==> config.mk <==
export PLATFORM = sky130hd
export DESIGN_NAME = one_wire_bus_master_with_rom_search_top
export DESIGN_NICKNAME = d
export VERILOG_FILES = /design/src/design/owm_pkg.sv /design/src/design/owm_front.sv /design/src/design/owm_back.sv /design/src/design/one_wire_bus_master_with_rom_search_top.sv
export SDC_FILE = /design/constraint.sdc
export NUM_CORES = 1
export LEC_CHECK = 0
export ABC_AREA = 1
export BUFFER_PORTS_ARGS = -buffer_cell sky130_fd_sc_hd__clkbuf_2
export CORE_MARGIN = 5
export CORE_UTILIZATION = 30
export DETAILED_ROUTE_END_ITERATION = 7
export GPL_TIMING_DRIVEN = 0
export PLACE_DENSITY_LB_ADDON = 0.25
export SYNTH_ARGS = -nofsm -noshare
export SYNTH_HDL_FRONTEND = slang
export SYNTH_HIERARCHICAL = 1
export SYNTH_SLANG_ARGS = --single-unit
==> constraint.sdc <==
create_clock -name clock -period 12.9 [get_ports clock]
set_input_delay 1.29 -clock clock [delete_from_list [all_inputs] [get_ports clock]]
set_output_delay 1.29 -clock clock [all_outputs]
set_load 0.01 [all_outputs]
==> src/design/owm_pkg.sv <==
// package for the one-wire bus master: types, constants, phase and operation codes
// used by the front, back and top level
package owm_pkg;

   localparam int ROM_BYTES_DEF = 8;

   localparam logic [9:0] RESET_LOW_DEF     = 10'd600;
   localparam logic [9:0] PRESENCE_WAIT_DEF = 10'd66;
   localparam logic [9:0] RESET_TAIL_DEF    = 10'd414;
   localparam logic [9:0] RELEASE_DEF       = 10'd1;
   localparam logic [9:0] SAMPLE_DEF        = 10'd12;
   localparam logic [9:0] SLOT_DEF          = 10'd60;
   localparam logic [9:0] GAP_DEF           = 10'd10;

   localparam logic [7:0] OW_SEARCH = 8'hF0;
   localparam logic [7:0] OW_MATCH  = 8'h55;
   localparam logic [7:0] OW_SKIP   = 8'hCC;

   localparam logic [2:0] REG_RESET_LOW     = 3'd0;
   localparam logic [2:0] REG_PRESENCE_WAIT = 3'd1;
   localparam logic [2:0] REG_RESET_TAIL    = 3'd2;
   localparam logic [2:0] REG_RELEASE       = 3'd3;
   localparam logic [2:0] REG_SAMPLE        = 3'd4;
   localparam logic [2:0] REG_SLOT          = 3'd5;
   localparam logic [2:0] REG_GAP           = 3'd6;

   localparam logic [1:0] ST_OK      = 2'd0;
   localparam logic [1:0] ST_NO_PRES = 2'd1;
   localparam logic [1:0] ST_DATA    = 2'd2;

   typedef enum logic [2:0] {
      CMD_TICK   = 3'd0,
      CMD_RESET  = 3'd1,
      CMD_BYTE   = 3'd2,
      CMD_SEARCH = 3'd3,
      CMD_ADDR   = 3'd4
   } cmd_type;

   typedef enum logic [2:0] {
      PH_IDLE, PH_RST_LOW, PH_RST_WAIT, PH_RST_TAIL, PH_SLOT, PH_GAP
   } phase_type;

   typedef enum logic [1:0] {
      K_BYTE, K_READ, K_COMP, K_WRITE
   } kind_type;

   typedef struct packed {
      logic [9:0] reset_low;
      logic [9:0] presence_wait;
      logic [9:0] reset_tail;
      logic [9:0] release_t;
      logic [9:0] sample_t;
      logic [9:0] slot_t;
      logic [9:0] gap_t;
   } cfg_type;

   // classified item handed from front to back
   typedef struct packed {
      logic        start;
      logic [2:0]  op;
      logic        line;
      logic [7:0]  data_byte;
      logic [63:0] rom_id;
      logic [6:0]  last_diff;
      logic        use_address;
   } item_type;

   typedef struct packed {
      logic        line_drive;
      logic        busy;
      logic        done;
      logic [1:0]  status;
      logic [7:0]  data_out;
      logic [63:0] rom_id_out;
      logic [6:0]  search_diff;
   } result_type;

   function automatic logic [9:0] at_least_one(input logic [9:0] v);
      return (v == 10'd0) ? 10'd1 : v;
   endfunction

endpackage

==> src/design/owm_front.sv <==
// front end: register file, item capture and classification
// depends on owm_pkg
module owm_front (
   input  logic               clock,
   input  logic               reset,
   input  logic               req_tvalid,
   output logic               req_tready,
   input  logic [2:0]         req_cmd,
   input  logic               req_line,
   input  logic [7:0]         req_data_byte,
   input  logic [63:0]        req_rom_id,
   input  logic [6:0]         req_last_diff,
   input  logic               req_use_address,
   input  logic               csr_valid,
   output logic               csr_ready,
   input  logic [2:0]         csr_index,
   input  logic [9:0]         csr_data,
   output owm_pkg::cfg_type   cfg,
   output logic               q_valid,
   input  logic               q_ready,
   output owm_pkg::item_type  q_item
);
   import owm_pkg::*;

   cfg_type  cfg_ff, cfg_in;
   logic     valid_ff, valid_in;
   item_type item_ff, item_in;

   assign csr_ready  = 1'b1;
   assign req_tready = !valid_ff || q_ready;
   assign cfg        = cfg_ff;
   assign q_valid    = valid_ff;
   assign q_item     = item_ff;

   always_comb begin
      cfg_in = cfg_ff;
      if (csr_valid) begin
         case (csr_index)
            REG_RESET_LOW:     cfg_in.reset_low     = csr_data;
            REG_PRESENCE_WAIT: cfg_in.presence_wait = csr_data;
            REG_RESET_TAIL:    cfg_in.reset_tail    = csr_data;
            REG_RELEASE:       cfg_in.release_t     = csr_data;
            REG_SAMPLE:        cfg_in.sample_t      = csr_data;
            REG_SLOT:          cfg_in.slot_t        = csr_data;
            REG_GAP:           cfg_in.gap_t         = csr_data;
            default:           cfg_in = cfg_ff;
         endcase
      end
   end

   always_comb begin
      valid_in = valid_ff;
      item_in  = item_ff;
      if (q_ready) valid_in = 1'b0;
      if (req_tvalid && req_tready) begin
         valid_in            = 1'b1;
         item_in.start       = req_cmd inside {CMD_RESET, CMD_BYTE, CMD_SEARCH, CMD_ADDR};
         item_in.op          = req_cmd;
         item_in.line        = req_line;
         item_in.data_byte   = req_data_byte;
         item_in.rom_id      = req_rom_id;
         item_in.last_diff   = req_last_diff;
         item_in.use_address = req_use_address;
      end
   end

   always_ff @(posedge clock) begin
      if (reset) begin
         cfg_ff   <= '{RESET_LOW_DEF, PRESENCE_WAIT_DEF, RESET_TAIL_DEF, RELEASE_DEF,
                       SAMPLE_DEF, SLOT_DEF, GAP_DEF};
         valid_ff <= 1'b0;
      end else begin
         cfg_ff   <= cfg_in;
         valid_ff <= valid_in;
      end
      item_ff <= item_in;
   end

endmodule

==> src/design/owm_back.sv <==
// back end: bus sequencer for reset, byte, addressed command and rom search,
// with a result register; depends on owm_pkg
module owm_back #(
   parameter int ROM_BYTES = owm_pkg::ROM_BYTES_DEF
) (
   input  logic                 clock,
   input  logic                 reset,
   input  owm_pkg::cfg_type     cfg,
   input  logic                 q_valid,
   output logic                 q_ready,
   input  owm_pkg::item_type    q_item,
   output logic                 rsp_tvalid,
   input  logic                 rsp_tready,
   output owm_pkg::result_type  rsp_res
);
   import owm_pkg::*;

   localparam int NBITS = ROM_BYTES * 8;
   localparam logic [6:0] NBITS7 = 7'(NBITS);

   phase_type   phase_ff, phase_in;
   kind_type    kind_ff, kind_in;
   logic [9:0]  tc_ff, tc_in;
   logic [6:0]  pos_ff, pos_in;
   logic [7:0]  bsh_ff, bsh_in;
   logic [63:0] id_ff, id_in;
   logic [6:0]  fd_ff, fd_in, sd_ff, sd_in;
   logic        rb_ff, rb_in, sb_ff, sb_in, smp_ff, smp_in;
   logic [1:0]  err_ff, err_in;
   logic [3:0]  left_ff, left_in;
   logic [2:0]  op_ff, op_in;
   logic [7:0]  hold_ff, hold_in;
   logic        ov_ff, ov_in;
   result_type  res_ff, res_in;

   logic        take;
   logic [9:0]  t, target, slot_end;
   logic [10:0] tsum;
   logic        fin, b, smp_now;
   logic [1:0]  fst;
   logic [63:0] id_mask;

   assign q_ready    = !ov_ff || rsp_tready;
   assign take       = q_valid && q_ready;
   assign rsp_tvalid = ov_ff;
   assign rsp_res    = res_ff;
   assign id_mask    = (NBITS >= 64) ? '1 : ((64'd1 << NBITS) - 64'd1);

   always_comb begin
      phase_in = phase_ff; kind_in = kind_ff; tc_in = tc_ff; pos_in = pos_ff;
      bsh_in = bsh_ff; id_in = id_ff; fd_in = fd_ff; sd_in = sd_ff;
      rb_in = rb_ff; sb_in = sb_ff; smp_in = smp_ff; err_in = err_ff;
      left_in = left_ff; op_in = op_ff; hold_in = hold_ff;
      ov_in = ov_ff; res_in = res_ff;
      fin = 1'b0; fst = ST_OK; b = 1'b0; smp_now = smp_ff;
      t = tc_ff + 10'd1;
      tsum = {1'b0, cfg.release_t} + {1'b0, cfg.sample_t};
      target = (tsum > {1'b0, cfg.slot_t}) ? cfg.slot_t : tsum[9:0];
      target = at_least_one(target);
      slot_end = at_least_one(cfg.slot_t);
      if (rsp_tready) ov_in = 1'b0;
      if (take) begin
         if (phase_ff == PH_IDLE && q_item.start) begin
            op_in = q_item.op; err_in = ST_OK; tc_in = '0;
            if (q_item.op == CMD_BYTE) begin
               bsh_in = q_item.data_byte; pos_in = 7'd8; phase_in = PH_SLOT;
               sb_in = q_item.data_byte[0]; kind_in = K_BYTE; smp_in = 1'b0;
            end else begin
               phase_in = PH_RST_LOW;
               if (q_item.op == CMD_SEARCH) begin
                  id_in = q_item.rom_id; sd_in = q_item.last_diff; fd_in = '0;
               end else if (q_item.op == CMD_ADDR) begin
                  id_in = q_item.rom_id; hold_in = q_item.data_byte;
                  left_in = q_item.use_address ? 4'(ROM_BYTES + 1) : 4'd1;
               end
            end
         end else if (phase_ff != PH_IDLE) begin
            tc_in = t;
            case (phase_ff)
               PH_RST_LOW:
                  if (t >= at_least_one(cfg.reset_low)) begin
                     phase_in = PH_RST_WAIT; tc_in = '0;
                  end
               PH_RST_WAIT:
                  if (t >= at_least_one(cfg.presence_wait)) begin
                     err_in = {1'b0, q_item.line}; phase_in = PH_RST_TAIL; tc_in = '0;
                  end
               PH_RST_TAIL:
                  if (t >= at_least_one(cfg.reset_tail)) begin
                     if (!q_item.line) err_in = ST_NO_PRES;
                     if (op_ff == CMD_RESET) begin
                        fin = 1'b1; fst = err_in;
                     end else if (op_ff == CMD_SEARCH && err_in != ST_OK) begin
                        fin = 1'b1; fst = ST_NO_PRES;
                     end else begin
                        bsh_in = (op_ff == CMD_SEARCH) ? OW_SEARCH :
                                 (left_ff > 4'd1) ? OW_MATCH : OW_SKIP;
                        pos_in = 7'd8; phase_in = PH_SLOT; tc_in = '0;
                        sb_in = bsh_in[0]; kind_in = K_BYTE; smp_in = 1'b0;
                     end
                  end
               PH_SLOT, PH_GAP: begin
                  if (phase_ff == PH_SLOT && t == target) smp_now = sb_ff & q_item.line;
                  smp_in = smp_now;
                  if (phase_ff == PH_SLOT && t >= slot_end && cfg.gap_t != 10'd0) begin
                     phase_in = PH_GAP; tc_in = '0;
                  end else if ((phase_ff == PH_SLOT && t >= slot_end) ||
                               (phase_ff == PH_GAP && t >= cfg.gap_t)) begin
                     // bit slot complete
                     phase_in = PH_SLOT; tc_in = '0; smp_in = 1'b0;
                     case (kind_ff)
                        K_BYTE: begin
                           bsh_in = {smp_now, bsh_ff[7:1]};
                           pos_in = pos_ff - 7'd1;
                           sb_in  = bsh_in[0];
                           if (pos_in == 7'd0) begin
                              if (op_ff == CMD_SEARCH) begin
                                 pos_in = NBITS7; sb_in = 1'b1; kind_in = K_READ;
                              end else if (op_ff == CMD_ADDR && left_ff != 4'd0) begin
                                 if (left_ff > 4'd1) begin
                                    bsh_in = id_ff[7:0]; id_in = id_ff >> 8;
                                    left_in = left_ff - 4'd1;
                                 end else begin
                                    bsh_in = hold_ff; left_in = '0;
                                 end
                                 pos_in = 7'd8; sb_in = bsh_in[0];
                              end else begin
                                 fin = 1'b1;
                                 fst = (op_ff == CMD_ADDR) ? err_ff : ST_OK;
                              end
                           end
                        end
                        K_READ: begin
                           rb_in = smp_now; sb_in = 1'b1; kind_in = K_COMP;
                        end
                        K_COMP: begin
                           b = rb_ff;
                           if (rb_ff && smp_now) begin
                              fin = 1'b1; fst = ST_DATA;
                           end else begin
                              if (!rb_ff && !smp_now &&
                                  (sd_ff > pos_ff || (id_ff[0] && sd_ff != pos_ff))) begin
                                 b = 1'b1; fd_in = pos_ff;
                              end
                              sb_in = b; kind_in = K_WRITE;
                           end
                        end
                        default: begin
                           id_in = ((id_ff >> 1) & (id_mask >> 1)) |
                                   (64'(sb_ff) << (NBITS - 1));
                           pos_in = pos_ff - 7'd1;
                           if (pos_in == 7'd0) begin
                              fin = 1'b1; fst = ST_OK;
                           end else begin
                              sb_in = 1'b1; kind_in = K_READ;
                           end
                        end
                     endcase
                  end
               end
               default: phase_in = PH_IDLE;
            endcase
         end
         if (fin) phase_in = PH_IDLE;
         ov_in = 1'b1;
         res_in.busy = (phase_in != PH_IDLE);
         res_in.done = fin;
         res_in.status = fin ? fst : ST_OK;
         res_in.data_out = (fin && op_ff == CMD_BYTE && fst == ST_OK) ? bsh_in : 8'd0;
         res_in.rom_id_out = (fin && op_ff == CMD_SEARCH && fst == ST_OK) ? id_in : 64'd0;
         res_in.search_diff = (fin && op_ff == CMD_SEARCH && fst == ST_OK) ? fd_in : 7'd0;
         if (phase_in == PH_RST_LOW) res_in.line_drive = 1'b1;
         else if (phase_in == PH_SLOT)
            res_in.line_drive = !(sb_in && tc_in >= cfg.release_t);
         else res_in.line_drive = 1'b0;
      end
   end

   always_ff @(posedge clock) begin
      if (reset) begin
         phase_ff <= PH_IDLE; kind_ff <= K_BYTE; tc_ff <= '0; pos_ff <= '0;
         bsh_ff <= '0; id_ff <= '0; fd_ff <= '0; sd_ff <= '0; rb_ff <= 1'b0;
         sb_ff <= 1'b0; smp_ff <= 1'b0; err_ff <= '0; left_ff <= '0;
         op_ff <= '0; hold_ff <= '0; ov_ff <= 1'b0;
      end else begin
         phase_ff <= phase_in; kind_ff <= kind_in; tc_ff <= tc_in; pos_ff <= pos_in;
         bsh_ff <= bsh_in; id_ff <= id_in; fd_ff <= fd_in; sd_ff <= sd_in;
         rb_ff <= rb_in; sb_ff <= sb_in; smp_ff <= smp_in; err_ff <= err_in;
         left_ff <= left_in; op_ff <= op_in; hold_ff <= hold_in; ov_ff <= ov_in;
      end
      res_ff <= res_in;
   end

   a_done_not_busy: assert property (@(posedge clock) disable iff (reset)
      rsp_tvalid |-> !(rsp_res.done && rsp_res.busy)) else $error("done while busy");
   a_idle_released: assert property (@(posedge clock) disable iff (reset)
      (rsp_tvalid && !rsp_res.busy) |-> !rsp_res.line_drive) else $error("drive when idle");
   a_pos_range: assert property (@(posedge clock) disable iff (reset)
      pos_ff <= NBITS7 || pos_ff <= 7'd8) else $error("bit position out of range");

endmodule

==> src/design/one_wire_bus_master_with_rom_search_top.sv <==
// channel  | dir | tdata fields (low bit up)                          | tuser
// req      | in  | line_in, data_byte, rom_id, last_diff, use_address  | cmd
// rsp      | out | line_drive,busy,done,status,data_out,rom_id_out,diff | -
// csr      | in  | index 3 bits, data 10 bits                           | -
// one item per cycle while the rsp side is not stalled; a result passes through the item
// queue and then the back end's output register.
// synchronous reset restores register defaults and idles the sequencer.
// a stalled rsp side holds both the result register and the item queue.
// depends on owm_pkg, owm_front, owm_back
module one_wire_bus_master_with_rom_search_top #(
   parameter int ROM_BYTES = owm_pkg::ROM_BYTES_DEF
) (
   input  logic         clock,
   input  logic         reset,
   input  logic         req_tvalid,
   output logic         req_tready,
   input  logic [87:0]  req_tdata,  // line_in, data_byte, rom_id, last_diff, use_address
   input  logic [2:0]   req_tuser,  // cmd
   output logic         rsp_tvalid,
   input  logic         rsp_tready,
   output logic [87:0]  rsp_tdata,  // line_drive, busy, done, status, data_out, rom_id_out,
                                    // search_diff
   input  logic         csr_valid,
   output logic         csr_ready,
   input  logic [2:0]   csr_index,
   input  logic [9:0]   csr_data
);
   import owm_pkg::*;

   cfg_type    cfg;
   logic       q_valid, q_ready;
   item_type   q_item;
   result_type res;

   owm_front u_front (
      .clock, .reset, .req_tvalid, .req_tready,
      .req_cmd(req_tuser), .req_line(req_tdata[0]), .req_data_byte(req_tdata[8:1]),
      .req_rom_id(req_tdata[72:9]), .req_last_diff(req_tdata[79:73]),
      .req_use_address(req_tdata[80]),
      .csr_valid, .csr_ready, .csr_index, .csr_data,
      .cfg, .q_valid, .q_ready, .q_item
   );

   owm_back #(.ROM_BYTES(ROM_BYTES)) u_back (
      .clock, .reset, .cfg, .q_valid, .q_ready, .q_item,
      .rsp_tvalid, .rsp_tready, .rsp_res(res)
   );

   assign rsp_tdata = {4'd0, res.search_diff, res.rom_id_out, res.data_out, res.status,
                       res.done, res.busy, res.line_drive};

endmodule

# [Word-level counts from Yosys, hierarchy flattened]
# Cells that the tools add are included.
[word_totals] in_bits=109 elab_cells=360 ff_bits=369 output_inout_bits=91
[classes] bitwise_logic=6 n_eq_ne=45 n_mux=187 n_reduce_logical=71 order_cmp=9 addsub=4
[ops] operator="64-bit two-way mux" n=12
[ops] operator="10-bit two-way mux" n=16
[ops] operator="7-bit two-way mux" n=21
[ops] operator="64-bit one-hot mux with 2 select lines" n=1
[ops] operator="8-bit two-way mux" n=15
[ops] operator="2-bit two-way mux" n=34
[ops] operator="63-bit by 64-bit OR with 64-bit output" n=1
[ops] operator="10-bit >= comparator" n=6
[ops] operator="4-bit two-way mux" n=14
[ops] operator="10-bit zero test" n=5
[ops] operator="1-bit two-way mux" n=47
[ops] operator="10-bit one-hot mux with 4 select lines" n=1
[ops] operator="3-bit two-way mux" n=12
[ops] operator="3-bit by 2-bit == test with 1-bit output (second input constant)" n=10
[ops] operator="7-bit one-hot mux with 2 select lines" n=2
[ops] operator="3-bit == test (second input constant)" n=9
[ops] operator="1-bit logical AND" n=18
[ops] operator="2-bit nonzero test" n=9
[ops] operator="2-bit one-hot mux with 2 select lines" n=4
[ops] operator="8-bit one-hot mux with 2 select lines" n=1
[ops] operator="2-bit AND reduction" n=8
[ops] operator="3-bit by 1-bit == test with 1-bit output (second input constant)" n=5
[ops] operator="7-bit AND reduction" n=2
[ops] operator="13-bit AND reduction" n=1
[ops] operator="37 further kinds" n=68

# [Longest topological paths before layout]
# Gate-level depths: netlist of run 1.
[depth] depth_word=27 mapped_depth=38

# [By module]
# Netlist of run 1, hierarchy kept.
[by_module_without_submodules] module="owm_back" area_each_um2=15977.8 n_inst=1 seq_area_each_um2=5104.9 cells_each=2271
[by_module_without_submodules] module="owm_front" area_each_um2=5328.9 n_inst=1 seq_area_each_um2=3973.8 cells_each=479
[by_module_without_submodules] module="one_wire_bus_master_with_rom_search_top" area_each_um2=33.8 n_inst=1 seq_area_each_um2=0.0 cells_each=5

# [Worst setup path before layout of run 1]
# OpenSTA, ideal clock, no wires.
[synth_path] path_kind="input-to-reg" startpoint="input rsp_tready" endpoint="register u_front.item_ff, in the netlist u_front/q_item[0], enable pin" slack_ns=6.795 stages=4 arrival_ns=5.548 path_buffers=0 cell_sequence="inv_1 nand2_1 inv_1 a21oi_1"
[synth_between] elab_chain_len=3
[synth_rtl] item="from (decl)" line_no="one_wire_bus_master_with_rom_search_top.sv:20" text="input logic rsp_tready,"
[synth_rtl] item="1-bit logical OR" line_no="owm_back.sv:43" text="assign q_ready = !ov_ff || rsp_tready;"
[synth_rtl] item="net q_ready" line_no="one_wire_bus_master_with_rom_search_top.sv:31" text="logic q_valid, q_ready;"
[synth_rtl] item="1-bit logical OR" line_no="owm_front.sv:30" text="assign req_tready = !valid_ff || q_ready;"
[synth_rtl] item="1-bit logical AND" line_no="owm_front.sv:55" text="if (req_tvalid && req_tready) begin"
[synth_rtl] item="to (signal assigned)" line_no="owm_front.sv:76" text="item_ff <= item_in;"
[synth_rtl] item="to (decl)" line_no="owm_front.sv:27" text="item_type item_ff, item_in;"
# The timed path passes the listed nets, and every way through them passes these cells.
# A chain may end at the register's enable or synchronous reset.

# [Worst setup path in the final report of run 1]
[layout_path] startpoint="register u_back.tc_ff[0]" endpoint="register u_back.res_ff, in the netlist u_back/rsp_res[83], data pin"
[layout_between] elab_chain_len=23 elab_cells_between_ends=67 classes_between="1 x add/sub; 6 x order compare; 3 x eq/ne; 46 x mux; 11 x reduce/logical"
[layout_rtl] item="from (decl)" line_no="owm_back.sv:23" text="logic [9:0] tc_ff, tc_in;"
[layout_rtl] item="from (signal assigned)" line_no="owm_back.sv:186" text="phase_ff <= phase_in; kind_ff <= kind_in; tc_ff <= tc_in; pos_ff <= pos_in;"
[layout_rtl] item="parallel branches: the longest is 23 deep, another holds 10-bit by 1-bit adder with 10-bit output"
[layout_rtl] item="to (signal assigned)" line_no="owm_back.sv:191" text="res_ff <= res_in;"
[layout_rtl] item="to (decl)" line_no="owm_back.sv:34" text="result_type res_ff, res_in;"
# Parallel ways; which one is timed is not known. The select of a mux whose other input is x is not followed.

==> metrics, run 1 <==
flops & latches, synth 369; vias per cell 4.98; setup tns final 0 ns; dpl cells 3,889; most common cell in the netlist nand2_1; Die Area 76,600 um^2; total power draw 3170 uW; ranking of synthesized cells by area edfxtp_1, dfxtp_1, nand2_1, inv_1, o21ai_0; switch share 29.5%; Slew Limit Headroom 21.7%; kind of start point of the critical path register; buffer and inverter count on the worst path 4; first-pass detailed-route iteration total 5; area share of the largest cell type after synthesis 23.8%; status completed; total gr overflow 0; Clk network pwr share 41.0%; number of CTS-inserted buffers 44; RSZ-0062 raised after global routing no; Post-Synth XOR/XNOR Area 0.815%; clk root buf clkbuf_16; GRT Util Overall 18.2%; Internal Power 2240 uW; Top cell by count, worst path nand2_1; Worst Hold Path EP u_back/hold_ff[6]; PostCTS Resize Cnt 0; Post-synth EDFFs 169; crit-path max cell delay 0.76 ns; # diodes 0; dpl hpwl 55.3 mm; WHS Path Cells 2; Clock Pin Slew Worst Setup and Hold Paths 0.06 ns; Max IR drop VDD 69.4 uV; Die Y-Extent 277 um; clock skew 0.0272 ns; Mapped Area 21,300 um^2; CTS max path bufs 3; endpoints failing hold 0; initial core utilization 30.4%; period utilisation layout 52.3%; initial antenna violation count 0; Post-synth top flop dfxtp_1; hold_sp u_back/hold_ff[6]; Synth warnings 6; DRC 0; largest family of logic cells by synthesized area compound AO/OA/AOI/OAI gates; arrival time worst endpoint 7.06 ns; Synth top cells by count nand2_1, inv_1, nor2_1, o21ai_0, a21oi_1; synthesis-to-layout area growth 17.5%; multiplexer share of the synthesized area 0%; core area 70,300 um^2; critical path's slowest cell dfxtp_1; nets 3,202; worst path required time 13.22 ns; final worst slack 6.16 ns; asr flop ratio synth 0%; CP Class register to register; FF-to-FF End u_back/rsp_res[83]; CP endpoint kind register; first-pass GRT wire length 112 mm; Comb pwr share 17.1%; via count 19,777; Iteration-0 DRC Markers 1,691; CTS Hold Buffers Added 0; Rows 97; Ports 200; Max-cap violations 0; Crit path max-delay family compound AO/OA/AOI/OAI gates; Mean Syn Cell Area 7.75 um^2; WL/cell 18.4 um; H-tree lvl count 2; Leak 0.0108 uW; vias in the first global route 18,676; Cell Pwr Density 127 nW/um^2; post-synth top area cell edfxtp_1; Pins Over Slew Limit 0; post-synthesis sequential area ratio 42.5%; Non-Filler Instances 3,969; Critical Path Fanout Max 13; clk_lat worst skew 0.58 ns; clock tree sinks 369; Psw 935 uW; Max Clock Freq 148 MHz; min Tclk post-route 6.74 ns; Post-CTS Setup Bufs 0; post-synthesis compound-gate area fraction 21.4%; Setup violations, final 0; DRT antenna net count 0; RR Startpoint u_back/tc_ff[0]; R2R Setup Slk 6.16 ns; layout cell share with drive strength beyond 1 13.2%; Adder-Cell Fraction of Synth Area 5.78%; Final GP Congestion 0.913; sequential fraction of design power 41.9%; drt total wl 72.9 mm; largest net degree at the start of global routing 49; Reg2Reg Depth 33; TritonCTS clock tree yes; Die W 277 um; post-synthesis cell count 2,755; worst-margin pin slew 1.17 ns; Worst Hold Class register to register; simple-gate area share of the yosys netlist 19.6%; post-synth cell types 51; DP Worst Slack 6.26 ns; Port-buffer cells 187
==> state kept, by name (all words and copies together) (netlist names), 2 cells and up <==
signal           count
u_back/kind_ff       2
u_front/q_item      85
u_back/tc_ff        10
u_back/id_ff        64
u_back/fd_ff         7
u_back/phase_ff      3
u_back/pos_ff        7
u_back/sd_ff         7
u_back/bsh_ff        8
u_front/cfg         70
u_back/hold_ff       8
u_back/left_ff       4
u_back/err_ff        2
u_back/op_ff         3
u_back/rsp_res      84
==> layer usage <==
layer / track usage (%) / wire length [um]
met1: 26.4 / 34700
met2: 28.2 / 31700
met3: 3.36 / 4900
met4: 4.18 / 1540
met5: 0 / 0
==> kinds of logic after synthesis <==
group | count (synthesis)
AO/OA/AOI/OAI | 762
AND/OR/NAND/NOR | 978
buffers and inverters | 527
XOR/XNOR | 19
flip-flops | 369
adder cells (fa/ha/maj) | 98
other | 2
==> worst max path at each step <==
stage / startpoint / end / slack, ns / cells past startpoint
2_1_floorplan: rsp_tready / u_front/q_item[0] / 6.80 / 4
3_3_place_gp: rsp_tready / u_front/q_item[24] / 3.42 / 5
3_5_place_dp: u_back/tc_ff[0] / u_back/rsp_res[83] / 6.26 / 33
4_1_cts: u_back/tc_ff[0] / u_back/rsp_res[83] / 6.24 / 33
5_1_grt: u_back/tc_ff[0] / u_back/rsp_res[83] / 5.49 / 33
6_report: u_back/tc_ff[0] / u_back/rsp_res[83] / 6.16 / 33
==> power by group through the flow <==
stage | registers, uW | logic (uW) | clock network, uW
after global routing | 1330 | 604 | 1390
after CTS | 1330 | 537 | 1340
after detailed placement | 1350 | 534 | 0
final | 1330 | 541 | 1300
after floorplan | 1340 | 364 | 0
after global placement | 1360 | 528 | 0
==> stage by stage <==
step	hold WS, ns	cell area [um^2]	util, %
2_1_floorplan	0.431	21400	-
3_3_place_gp	0.446	23500	33.4
3_5_place_dp	0.446	23600	33.5
4_1_cts	0.457	25100	35.7
5_1_grt	0.485	25100	35.7
6_report	0.458	25100	35.7
==> worst register-to-register path: cells and delay by family, from the launching register on <==
kind | cells | cell delay [ns]
flip-flops | 1 | 0.76
adder cells (fa/ha/maj) | 3 | 0.86
AND/OR/NAND/NOR | 14 | 1.85
AO/OA/AOI/OAI | 12 | 2.39
buffers and inverters | 4 | 0.63
==> cell type report <==
type                    count  area, um^2
plain buffers             145         656
clock buffers              48        1120
clock inverters            32         384
fillers                  7396       45200
inverters                 382        1430
multi-input cells        1862       10200
flip-flops and latches    369        9080
well taps                 940        1180
repair buffers            191        1020
==> cells in the final DEF (no fill, tap or decap), drive strengths merged, types with 22 or more instances in the layout <==
cell,synthesis,layout
a211oi,22,22
clkbuf,98,333
a2bb2oi,56,56
nand3,121,121
inv,374,377
o211ai,140,140
buf,47,51
clkinv,8,28
nand2,457,457
dfxtp,200,200
edfxtp,169,169
ha,97,97
nor2,353,353
o21ai,257,257
a21oi,237,237
Power figures use the tool's default switching activity.
==> run 2, diff against run 1 <==
- ABC_AREA: 1 -> 0
- clock period: 12.9 -> 6.06 ns (I/O delays scaled with it)
==> metrics, run 2 <==
Adder-Cell Fraction of Synth Area 6.30% (+0.52 points); DRT antenna net count 0 (unchanged); CP endpoint kind register; Rows 93 (-4.1%); Synth warnings 6 (unchanged); status completed; Pins Over Slew Limit 0 (unchanged); Post-synth top flop dfxtp_1; clk root buf clkbuf_16; Post-Synth XOR/XNOR Area 0.939% (+0.12 points); Max-cap violations 0 (unchanged); Mean Syn Cell Area 9.84 um^2 (+27%); flops & latches, synth 369 (unchanged); post-synthesis cell count 1,990 (-28%); final worst slack 0.253 ns (-5.90 ns); worst path required time 6.47 ns (-6.75 ns); worst-margin pin slew 1.14 ns (-0.0308 ns); area share of the largest cell type after synthesis 25.9% (+2.1 points); nets 2,459 (-23%); simple-gate area share of the yosys netlist 17.7% (-1.9 points); DRC 0 (unchanged); initial antenna violation count 3 (+3); post-synth top area cell edfxtp_1; Final GP Congestion 0.889 (-2.6%); vias per cell 5.34 (+7.2%); Max IR drop VDD 179 uV (+160%); Synth top cells by count dfxtp_1, nor2_1, edfxtp_1, nand2_1, o21ai_0; Largest register FFs 85 (unchanged); post-synthesis compound-gate area fraction 18.8% (-2.7 points); Worst Hold Class primary input to register; DP Worst Slack -1.65 ns (-7.91 ns); asr flop ratio synth 0% (unchanged); clock skew 0.0397 ns (+0.0125 ns); post-synth cell types 93 (+82%); kind of start point of the critical path register; post-synthesis sequential area ratio 46.4% (+3.8 points); dpl hpwl 48.4 mm (-13%); DP Area 21,700 um^2 (-8.1%); Max Clock Freq 172 MHz (+16%); Die Area 70,500 um^2 (-7.9%); multiplexer share of the synthesized area 4.76% (+4.8 points); Iteration-0 DRC Markers 1,565 (-7.5%); GRT Util Overall 17.7% (-0.50 points); Critical Path Fanout Max 10 (-3); TritonCTS clock tree yes; Post-synth EDFFs 169 (unchanged); Die W 266 um (-4.0%); Die Y-Extent 266 um (-4.0%); ranking of synthesized cells by area edfxtp_1, dfxtp_1, ha_1, mux2i_1, nor2_1; Leak 0.00913 uW (-15%); Mapped Area 19,600 um^2 (-8.2%); Slew Limit Headroom 24.0% (+2.3 points); total gr overflow 0 (unchanged); commonest non-fill, non-tap cells in the layout dfxtp_1, nor2_1, clkbuf_2; endpoints failing hold 0 (unchanged); clock tree sinks 369 (unchanged); CTS max path bufs 3 (unchanged); vias in the first global route 16,129 (-14%); Clock Pin Slew Worst Setup and Hold Paths 0.06 ns (about the same); initial core utilization 30.3% (-0.042 points); fin area 23,600 um^2 (-5.9%); largest family of logic cells by synthesized area compound AO/OA/AOI/OAI gates; clk_lat worst skew 0.59 ns (about the same); min Tclk post-route 5.81 ns (-0.935 ns); H-tree lvl count 2 (unchanged); Setup violations, final 0 (unchanged); drt total wl 65.6 mm (-9.9%); period utilisation layout 95.8% (+44 points); setup tns final 0 ns (unchanged); Final Util 36.5% (+0.85 points); Ports 200 (unchanged); largest net degree at the start of global routing 46 (-6.1%); multi-input combinational cell area 9780 um^2 (-4.1%); arrival time worst endpoint 6.22 ns (-0.84 ns); register area 9080 um^2 (about the same); most common cell in the netlist dfxtp_1; Cell Pwr Density 255 nW/um^2 (+100%); CP Class register to register; number of CTS-inserted buffers 43 (-2.3%); Port-buffer cells 186 (-0.53%); WL/cell 20.9 um (+14%); commonest non-fill, non-tap cell in the layout dfxtp_1; first-pass detailed-route iteration total 8 (+3); synthesis-to-layout area growth 20.4%; fillcell total 6,524 (-12%); layout cell share with drive strength beyond 1 20.0% (+6.8 points); via count 16,794 (-15%); first-pass GRT wire length 98.1 mm (-12%); core area 64,600 um^2 (-8.1%)
[run 2: stage by stage]
stage | total power [uW] | instances | hold WS [ns]
final | 6020 | 3143 | 0.196
after global routing | 6260 | 3143 | 0.155
after CTS | 6080 | 3127 | 0.155
after detailed placement | 3400 | 3037 | 0.461
after global placement | 3400 | 3034 | 0.451
after floorplan | 3170 | 1993 | 0.439
[run 2: kinds of logic (layout without fill, tap and decap cells)]
logic type      after synthesis  in the layout
compound gates              507            507
buf+inv                     234            528
xor+xnor                     21             21
fa+ha+maj                    98             98
other cells                   2              6
flops                       369            369
mux                          93             93
simple gates                666            666
[run 2: report_power, final]
group | internal, uW | switching (uW) | total [uW]
Clock | 1540 | 1100 | 2640
Combinational | 220 | 348 | 568
Sequential | 2710 | 98.6 | 2810
Total | 4470 | 1550 | 6020
[run 2: timing repair]
action	4_1_cts	5_1_grt
buffers inserted	10	16
setup endpoints to repair	128	100
gates cloned	0	0
pin swaps	7	10
hold buffers	0	0
resized for setup	20	36
[run 2: cell type report]
type	count	share of cell area (%)
timing repair buffer	215	5.08
sequential	369	38.5
inverter	99	1.59
tap	855	4.54
buffer	134	2.71
multi-input combinational	1390	41.5
clock buffer	52	4.88
clock inverter	28	1.22
antenna	1	0.0106
[run 2: layer usage]
layer	global-route usage, %	share of wire (%)	vias up
met2	27.9	45	635
met1	24.7	44	8135
met5	0	0	-
met3	2.98	7.2	104
li1	-	-	7920
met4	5.64	3.0	0
[run 2: worst max-delay path, stage by stage (launching register included)]
cell,delay (ns)
dfxtp_1,0.44
ha_1,0.33
or2_1,0.29
a41o_1,0.31
o21a_2,0.28
o311ai_4,0.37
ha_4,0.28
and3_1,0.20
a2111oi_4,0.37
a311o_2,0.23
nand2_2,0.09
clkbuf_4,0.22
o211ai_2,0.22
o2111ai_2,0.19
nor4_4,0.28
buf_4,0.18
and3_1,0.17
buf_6,0.14
nor4b_4,0.05
buf_4,0.21
buf_4,0.14
or3b_2,0.47
a21oi_2,0.18
[run 2: worst paths after layout]
| check | startpoint | endpoint | slack [ns] | depth (start not counted) |
|---|---|---|---|---|
| worst max-delay path | u_front/cfg[32] | u_back/rsp_res[2] | 0.25 | 22 |
| worst min register to register | u_back/left_ff[1] | u_back/left_ff[1] | 0.47 | 2 |
| worst max register to register | u_front/cfg[32] | u_back/rsp_res[2] | 0.25 | 22 |
| worst min-delay path | req_tdata[48] | u_front/q_item[47] | 0.20 | 1 |
